File: src/rtl/core/ddalr_pkg.sv
// ddalr_pkg: shared types and constants for the DDA line rasterizer.
// No dependencies.
package ddalr_pkg;

	localparam int COORD_BITS_DEF = 12;

	// request kinds carried on the input tuser
	localparam logic REQ_LOAD = 1'b0;
	localparam logic REQ_NEXT = 1'b1;

	typedef struct packed {
		logic load;
		logic step;
	} axis_ctl_t;

endpackage

File: src/rtl/core/ddalr_axis.sv
// ddalr_axis: one coordinate axis of the rasterizer; holds base, magnitude,
// direction and error accumulator. Depends on ddalr_pkg.
module ddalr_axis import ddalr_pkg::*; #(
	parameter int CB = COORD_BITS_DEF
) (
	input  logic          clk,
	input  logic          arst_n,
	input  axis_ctl_t     ctl,
	input  logic [CB-1:0] pt_start,
	input  logic [CB-1:0] pt_end,
	input  logic [CB-1:0] major,
	output logic [CB-1:0] mag_d,
	output logic [CB-1:0] pixel
);

	logic          neg_d;
	logic [CB-1:0] base_q;
	logic [CB-1:0] mag_q;
	logic          neg_q;
	logic [CB-1:0] err_q;
	logic [CB:0]   sum;
	logic          wrap;
	logic [CB-1:0] err_nx;
	logic [CB-1:0] base_nx;

	assign neg_d = (pt_end < pt_start);
	assign mag_d = neg_d ? (pt_start - pt_end) : (pt_end - pt_start);

	// negative direction: floor of a non-integer sits one below base
	assign pixel = (neg_q && (err_q != '0)) ? (base_q - 1'b1) : base_q;

	assign sum    = {1'b0, err_q} + {1'b0, mag_q};
	assign wrap   = (sum >= {1'b0, major});
	assign err_nx = wrap ? CB'(sum - {1'b0, major}) : sum[CB-1:0];
	always_comb begin
		base_nx = base_q;
		if (wrap) begin
			base_nx = neg_q ? (base_q - 1'b1) : (base_q + 1'b1);
		end
	end

	always_ff @(posedge clk or negedge arst_n) begin
		if (!arst_n) begin
			base_q <= '0;
			mag_q  <= '0;
			neg_q  <= 1'b0;
			err_q  <= '0;
		end else if (ctl.load) begin
			base_q <= pt_start;
			mag_q  <= mag_d;
			neg_q  <= neg_d;
			err_q  <= '0;
		end else if (ctl.step) begin
			base_q <= base_nx;
			err_q  <= err_nx;
		end
	end

endmodule

File: src/rtl/core/dda_line_rasterizer_core.sv
// dda_line_rasterizer_core: top level of the DDA line rasterizer.
// A next-pixel request is registered in the input stage, then its pixel in the output register.
// Throughput: one request per cycle, one pixel per cycle; stalls only while the
// output register holds a pixel that is not taken.
// Reset: arst_n clears the control and line state (data registers are not reset); no line pending, output idle.
// Depends on ddalr_pkg and ddalr_axis.
module dda_line_rasterizer_core import ddalr_pkg::*; #(
	parameter int COORD_BITS = COORD_BITS_DEF
) (
	input  logic                                   clk,
	input  logic                                   arst_n,
	input  logic                                   s_axis_tvalid,
	output logic                                   s_axis_tready,
	// x_start, y_start, x_end, y_end
	input  logic [((4*COORD_BITS+7)/8)*8-1:0]      s_axis_tdata,
	// req_type
	input  logic                                   s_axis_tuser,
	output logic                                   m_axis_tvalid,
	input  logic                                   m_axis_tready,
	// pixel_x, pixel_y
	output logic [((2*COORD_BITS+7)/8)*8-1:0]      m_axis_tdata,
	output logic                                   m_axis_tlast
);

	localparam int CB    = COORD_BITS;
	localparam int OUT_W = ((2*COORD_BITS+7)/8)*8;

	logic          valid_s1;
	logic          req_s1;
	logic [CB-1:0] xs_s1, ys_s1, xe_s1, ye_s1;

	logic [CB-1:0] major_q;
	logic [CB-1:0] left_q;
	logic [CB-1:0] major_d;
	logic [CB-1:0] mag_x_d, mag_y_d;
	logic [CB-1:0] pix_x, pix_y;

	logic          out_valid_q;
	logic [CB-1:0] px_q, py_q;
	logic          last_q;

	logic          out_free;
	logic          is_load;
	logic          emit;
	logic          consume;
	axis_ctl_t     ctl;

	assign out_free = !out_valid_q || m_axis_tready;
	assign is_load  = valid_s1 && (req_s1 == REQ_LOAD);
	assign emit     = valid_s1 && (req_s1 == REQ_NEXT) && (left_q != '0) && out_free;
	assign consume  = is_load || emit || (valid_s1 && (left_q == '0));
	assign s_axis_tready = !valid_s1 || consume;

	assign ctl.load = is_load;
	assign ctl.step = emit;

	assign major_d = (mag_x_d > mag_y_d) ? mag_x_d : mag_y_d;

	ddalr_axis #(.CB(CB)) u_axis_x (
		.clk      (clk),
		.arst_n   (arst_n),
		.ctl      (ctl),
		.pt_start (xs_s1),
		.pt_end   (xe_s1),
		.major    (major_q),
		.mag_d    (mag_x_d),
		.pixel    (pix_x)
	);

	ddalr_axis #(.CB(CB)) u_axis_y (
		.clk      (clk),
		.arst_n   (arst_n),
		.ctl      (ctl),
		.pt_start (ys_s1),
		.pt_end   (ye_s1),
		.major    (major_q),
		.mag_d    (mag_y_d),
		.pixel    (pix_y)
	);

	always_ff @(posedge clk or negedge arst_n) begin
		if (!arst_n) begin
			valid_s1    <= 1'b0;
			major_q     <= '0;
			left_q      <= '0;
			out_valid_q <= 1'b0;
		end else begin
			if (s_axis_tready) begin
				valid_s1 <= s_axis_tvalid;
			end
			if (is_load) begin
				major_q <= major_d;
				left_q  <= major_d;
			end else if (emit) begin
				left_q <= left_q - 1'b1;
			end
			if (emit) begin
				out_valid_q <= 1'b1;
			end else if (m_axis_tready) begin
				out_valid_q <= 1'b0;
			end
		end
	end

	always_ff @(posedge clk) begin
		if (s_axis_tready && s_axis_tvalid) begin
			req_s1 <= s_axis_tuser;
			xs_s1  <= s_axis_tdata[CB-1:0];
			ys_s1  <= s_axis_tdata[2*CB-1:CB];
			xe_s1  <= s_axis_tdata[3*CB-1:2*CB];
			ye_s1  <= s_axis_tdata[4*CB-1:3*CB];
		end
		if (emit) begin
			px_q   <= pix_x;
			py_q   <= pix_y;
			last_q <= (left_q == CB'(1));
		end
	end

	assign m_axis_tvalid = out_valid_q;
	assign m_axis_tdata  = OUT_W'({py_q, px_q});
	assign m_axis_tlast  = last_q;

endmodule

File: config.mk
export PLATFORM = sky130hd
export DESIGN_NAME = dda_line_rasterizer_core
export DESIGN_NICKNAME = d
export VERILOG_FILES = /design/src/rtl/core/ddalr_pkg.sv /design/src/rtl/core/ddalr_axis.sv /design/src/rtl/core/dda_line_rasterizer_core.sv
export SDC_FILE = /design/constraint.sdc
export NUM_CORES = 1
export LEC_CHECK = 0
export BUFFER_PORTS_ARGS = -buffer_cell sky130_fd_sc_hd__clkbuf_2
export CORE_AREA = 4 4 141 156
export CTS_CLUSTER_DIAMETER = 30
export CTS_CLUSTER_SIZE = 8
export DETAILED_ROUTE_END_ITERATION = 7
export DIE_AREA = 0 0 145 160
export PLACE_DENSITY_LB_ADDON = 0.3
export RECOVER_POWER = 25
export SLEW_MARGIN = 10
export SYNTH_ARGS = -nofsm -noshare
export SYNTH_HDL_FRONTEND = slang
export SYNTH_SLANG_ARGS = --single-unit
export TNS_END_PERCENT = 5
File: constraint.sdc
create_clock -name clk -period 5.71 [get_ports clk]
set_clock_uncertainty 0.05 [all_clocks]
set_input_delay 0 -clock clk [delete_from_list [all_inputs] [get_ports clk]]
set_output_delay 0 -clock clk [all_outputs]
set_load 0.05 [all_outputs]
== Word level (Yosys, flattened, before mapping) ==
Index checks and enable logic that the tools add are counted.
Widths: inputs -> output; s select.

* Input port bits: 53
* Register bits after elaboration: 174
* Output and inout port bits: 27

* Add/sub/neg operators: 13
* Equal/unequal tests: 1
* Multiplexer cells: 23
* Order comparisons: 5
* Reduce and logical (&&, ||, !) cells: 24
* Bitwise logic cells: 1

{| class="wikitable"
|+ Operators by type and width
! kind !! count
|-
| $mux 12 || 21
|-
| $sub 12x12->12 || 6
|-
| $reduce_bool 12->1 || 3
|-
| $sub 12x1->12 const B || 3
|-
| $add 12x12->13 || 2
|-
| $ge 13x12->1 || 2
|-
| $add 12x1->12 const B || 2
|-
| $lt 12x12->1 || 2
|-
| $eq 12x1->1 const B || 1
|-
| $gt 12x12->1 || 1
|-
| $logic_not 12->1 || 1
|-
| $logic_and 1x1->1 || 8
|-
| $reduce_bool 2->1 || 4
|-
| $logic_or 1x1->1 || 4
|-
| $reduce_and 2->1 || 2
|-
| $logic_not 1->1 || 2
|-
| $mux 1 || 2
|-
| $not 1->1 || 1
|}

== Depth between registers and ports, before layout ==
* Depth in word-level cells: 7
* Gate-level depth with buffers: 23
* Mapped depth without buffers: 20

== Cells and area by module ==
A second synthesis with hierarchy kept.

* Cell total of the unflattened synthesis: 1422
* Area, all modules: 13120.1 µm²

{| class="wikitable"
|+ Modules (own cells, without submodules)
! module !! seq. area each (µm²) !! area an instance (µm²) !! instances !! cells each
|-
| ddalr_axis (u_axis_x) || 925.9 || 4633.2 || 1 || 570
|-
| ddalr_axis (u_axis_y) || 925.9 || 4553.1 || 1 || 585
|-
| dda_line_rasterizer_core || 2872.8 || 3933.8 || 1 || 267
|}

== Least setup slack after synthesis ==
Ideal clock, no wire load.

* Kind: flip-flop to flip-flop
* From: register xe_s1[0]
* To: register left_q[2]
* Path buffers: 3
* Stages on the path, launching flop included: 20
* Period minus slack after synthesis: 4.295 ns
* Library setup time: 0.155 ns
* Path slack: 1.415 ns
* Data required time: 5.505 ns
* Arrival: 4.090 ns
* Cells stage by stage: edfxtp_1 -> inv_1 -> ha_1 -> inv_1 -> fa_1 -> a21oi_1 -> o211ai_1 -> a41o_1 -> buf_2 -> buf_2 -> o31ai_1 -> xnor2_1 -> inv_1 -> ha_1 -> nand4_1 -> or2_2 -> a31oi_1 -> and2_1 -> clkbuf_1 -> a222oi_1

* Cells in the longest elaborated chain, start to end: 5
* Elaborated cells on any way between the ends: 7

{| class="wikitable"
|+ RTL lines
! what !! line !! source
|-
| from (decl) || dda_line_rasterizer_core.sv:30 || <nowiki>logic [CB-1:0] xs_s1, ys_s1, xe_s1, ye_s1;</nowiki>
|-
| from (signal assigned) || dda_line_rasterizer_core.sv:110 || <nowiki>xe_s1 <= s_axis_tdata[3*CB-1:2*CB];</nowiki>
|-
| $sub 12x12->12 / $lt 12x12->1 (equally long branches) || ddalr_axis.sv:27, ddalr_axis.sv:26 ||
|-
| $mux 12 (*) || ddalr_axis.sv:27 || <nowiki>assign mag_d = neg_d ? (pt_start - pt_end) : (pt_end - pt_start);</nowiki>
|-
| net mag_x_d[11] || dda_line_rasterizer_core.sv:35 || <nowiki>logic [CB-1:0] mag_x_d, mag_y_d;</nowiki>
|-
| $gt 12x12->1 (*) || dda_line_rasterizer_core.sv:57 || <nowiki>assign major_d = (mag_x_d > mag_y_d) ? mag_x_d : mag_y_d;</nowiki>
|-
| $mux 12 (*) || dda_line_rasterizer_core.sv:57 ||
|-
| $mux 12 (*) || dda_line_rasterizer_core.sv:91 || <nowiki>if (is_load) begin</nowiki>
|-
| to (signal assigned) || dda_line_rasterizer_core.sv:93 || <nowiki>left_q <= major_d;</nowiki>
|-
| to (signal assigned) || dda_line_rasterizer_core.sv:95 || <nowiki>left_q <= left_q - 1'b1;</nowiki>
|-
| to (decl) || dda_line_rasterizer_core.sv:33 || <nowiki>logic [CB-1:0] left_q;</nowiki>
|}

The timed path passes the listed nets; every way through them passes the cells marked *.
A chain may end at the register's enable or synchronous reset.

== Worst setup path after layout ==
* From: register xs_s1[5]
* To: register major_q[7]

* Cells in the longest elaborated chain, start to end: 4
* Elaborated cells on any way between the ends: 6

{| class="wikitable"
|+ RTL lines
! what !! line !! source
|-
| from (decl) || dda_line_rasterizer_core.sv:30 ||
|-
| from (signal assigned) || dda_line_rasterizer_core.sv:108 || <nowiki>xs_s1 <= s_axis_tdata[CB-1:0];</nowiki>
|-
| $sub 12x12->12 / $lt 12x12->1 (equally long branches) || ddalr_axis.sv:27, ddalr_axis.sv:26 ||
|-
| $mux 12 (*) || ddalr_axis.sv:27 ||
|-
| net mag_x_d[11] || dda_line_rasterizer_core.sv:35 ||
|-
| $gt 12x12->1 (*) || dda_line_rasterizer_core.sv:57 ||
|-
| $mux 12 (*) || dda_line_rasterizer_core.sv:57 ||
|-
| to (signal assigned) || dda_line_rasterizer_core.sv:92 || <nowiki>major_q <= major_d;</nowiki>
|-
| to (decl) || dda_line_rasterizer_core.sv:32 || <nowiki>logic [CB-1:0] major_q;</nowiki>
|}

Marks and branches as above.

==> impl_metrics.tcl <==
set metrics [dict create \
    clkTransAtPathRegs_ns 0.07 \
    power.ir.vdd_worst_mv 0.335 \
    fin_nets 1571 \
    tritoncts.num_buffers 17 \
    initial_utilization_pct 59.1 \
    synth_top_family_by_area "compound AO/OA/AOI/OAI gates" \
    register_to_register_setup_slack_ns 0.79 \
    chipHeight_um 160 \
    critical_path.cell_chain "ha_1, nor3_1, o21bai_1, a41o_1, mux2i_1, o31ai_1, xnor2_1, inv_1, ha_1, nand4_1, a211oi_1, nor2_1, a31oi_1, nand2_1, o22a_1, o21ai_0" \
    max_slew.worst_pin.slew_ns 1.39 \
    grt_pass1_wl_um 48500 \
    routed-wl-met3_um 2060 \
    fp-row-count 55 \
    die_area_sq_um 23200 \
    cts_repair_resize_count 0 \
    path_max_fanout 15 \
    postSynthRegisterBits 174 \
    arrival_ns 5.21 \
    totalPowerFinal_w 0.00721 \
    vias 9929 \
    netlist_top_cells_area "dfrtp_1 (21%), edfxtp_1 (18%), ha_1 (12%)" \
    kind_of_end_point_of_the_critical_path "flop" \
    async_flop_share_pct 57.5 \
    status "finished, final reports clean" \
    wl_met2_um 13800 \
    netlist_instances 1293 \
    critPathMostFrequentCell "ha_1" \
    setup_total_negative_slack_ns 0 \
    routedLengthMet1_um 12900 \
    die_width_um 145 \
    compound_gate_fraction_of_synth_area_pct 17.7 \
    reg2reg_to "major_q[7]" \
    drcViolationCount 0 \
    synth.cell_area_sq_um 12100 \
    count_of_flip_flops_with_a_built_in_enable_after_synthesis 74 \
    start_point_of_the_worst_hold_path "m_axis_tready" \
    crit_path_depth 16 \
    antenna_violating_nets_post_route 0 \
    synth.distinct_cells 70 \
    yosysTopAreaCellShare_pct 20.7 \
    adder_cell_area_share_of_the_yosys_netlist_pct 12.9 \
    port_buffers 79 \
    r2r_cells 16 \
    critPathTopFamily "compound AO/OA/AOI/OAI gates" \
    critical_path.startpoint "xs_s1[5]" \
    post_synth_xor_area_fraction_pct 7.10 \
    dpl.hpwl_um 20800 \
    cts_htree_levels 4 \
    grt.overflow.total 0 \
    routedWlPerCell_um 17.6 \
    worst_slew_margin_rel_pct 7.21 \
    static-leakage-power_nw 6.06 \
    crit_slowest_cell "a41o_1" \
    groute.usage.overall_pct 25.6 \
    post_synth_and_or_nand_nor_area_fraction_pct 15.1 \
    first_pass_iters 7 \
    worst-endpoint-required_ns 6.00 \
    synth.net_count 1466 \
    timing.final.hold_violations 0 \
    core_area_sq_um 20400 \
    clock_tree_root_buffer_cell "clkbuf_16" \
    grt_pass1_vias 9532 \
    drive_gt1_share_pct 9.21 \
    maxClockFrequency_ghz 0.203 \
    cp_slowest_stage_delay_ns 0.62 \
    crit_end "major_q[7]" \
    final.period_utilization_pct 86.2 \
    number_of_antenna_diodes 0 \
    cell_type_contributing_the_most_total_cell_area_after_synthesis "dfrtp_1" \
    drt-initial-drc-count 737 \
    period_needed_ns 4.92 \
    pin_count 80 \
    initial_antenna_violation_count 0 \
    max-cap-violations 0 \
    postSynthAreaPerCell_sq_um 9.34 \
    tritoncts_num_sinks 174 \
    timing_worst_setup_path_type "reg -> reg" \
    synth.yosys.seq_area_share_pct 39.1 \
    synthMuxAreaShare_pct 2.60 \
    worstHoldPathCells 3 \
    hold-worst-slack_ns 0.0691 \
    synthToLayoutAreaGrowth_pct 13.8 \
    final_core_utilization_pct 67.3 \
    synth_flop_cell "dfrtp_1" \
    worst-path-buf-inv 1 \
    rsz_0062_raised_after_global_routing "false" \
    yosysWarningCount 0 \
    place_congestion 0.910 \
    regToRegStartpoint "xs_s1[5]" \
    detail_route.vias_per_cell 5.96 \
    clock_insertion_delay_worst_skew_ns 0.43 \
    setup_viol 0 \
    cts_buffer_depth 2 \
    worst_hold_path_type "in -> reg" \
    cts_tree "built" \
    wirelength_um 29300 \
    timing_max_transition_violations_final 0 \
    cellPowerDensity_nw_per_um2 524 \
    grt_start_max_net_pins 74 \
    highest_layer "met4" \
    timing.critical_path.from_type "flop" \
]
==> worst min-delay path by stage <==
stage	slack, ns	endpoint
2_1_floorplan	-0.35	left_q[0]
3_3_place_gp	-0.09	u_axis_y.err_q[1]
3_5_place_dp	-0.09	u_axis_y.err_q[0]
4_1_cts	0.06	m_axis_tvalid
5_1_grt	0.06	m_axis_tvalid
6_report	0.07	m_axis_tvalid
==> tightest hold or removal path, cell delays in order <==
cell      delay (ns)
clkbuf_2        0.07
nor2b_1         0.07
or2_2           0.34
==> cell usage in the layout, fill, tap and decap left out, types with 40 or more instances in the layout <==
cell and n:
nand3_1 77, nand2_1 93, dlygate4sd3_1 53, o21ai_0 98, inv_1 103, xnor2_1 58
clkbuf_2 61, edfxtp_1 74, ha_1 112, xor2_1 40, dfrtp_1 100, a21oi_1 64
nor2_1 85
==> where the power goes <==
part	total [W]	leakage, nW	internal [W]	switching [W]
clock network	0.00116	0.285	0.000642	0.000519
registers	0.00193	1.92	0.00162	0.000313
logic	0.00412	3.86	0.00170	0.00242
==> final cells by class <==
cell class	count	area, sq um
Clock buffer	21	503
Clock inverter	11	91.3
Fill cell	1599	6690
Inverter	105	394
Multi-Input combinational cell	955	6720
Sequential cell	174	4720
Tap cell	256	320
Timing Repair Buffer	145	997
==> cells in the mapped netlist, types with 5 or more instances <==
cell / instances
a211oi_1: 13
a21o_1: 30
a21oi_1: 64
a221oi_1: 5
a31oi_1: 14
and3_1: 7
buf_2: 15
clkbuf_1: 39
dfrtp_1: 100
edfxtp_1: 74
fa_1: 8
ha_1: 112
inv_1: 103
mux2i_1: 28
nand2_1: 93
nand2b_1: 10
nand3_1: 77
nand4_1: 9
nor2_1: 85
nor2b_1: 20
nor3_1: 28
nor4_1: 14
o211ai_1: 16
o21a_1: 9
o21ai_0: 98
o21ai_1: 6
o21bai_1: 10
o221ai_1: 10
o311ai_0: 10
o41ai_1: 8
or3_1: 10
xnor2_1: 58
xor2_1: 40
==> per-layer routing <==
layer | vias up | GRT usage, %
met5 | - | 0
met4 | 0 | 7.04
met3 | 61 | 4.26
met2 | 342 | 41.9
met1 | 4671 | 35.6
li1 | 4855 | -
==> through the flow <==
step / cells / area (sq um) / worst slack (ns)
after global routing: 1667 / 13700 / 0.258
final: 1667 / 13700 / 0.789
after CTS: 1667 / 13800 / 0.791
after global placement: 1581 / 12600 / 0.961
after detailed placement: 1581 / 12600 / 0.813
after floorplan: 1293 / 12100 / 1.41
==> cell families (layout without fill, tap and decap cells) <==
logic type / after synthesis / after routing
AO/OA/AOI/OAI: 328 / 328
multiplexers: 31 / 31
AND/OR/NAND/NOR: 378 / 378
adder cells (fa/ha/maj): 120 / 120
XOR/XNOR: 98 / 98
buffers and inverters: 164 / 282
flip-flops: 174 / 174
==> what timing repair did <==
item,in CTS,in global routing
setup buffers,0,0
endpoints found under the hold margin,77,0
hold buffers,54,0
No activity file was read; power rests on OpenSTA's default activity.
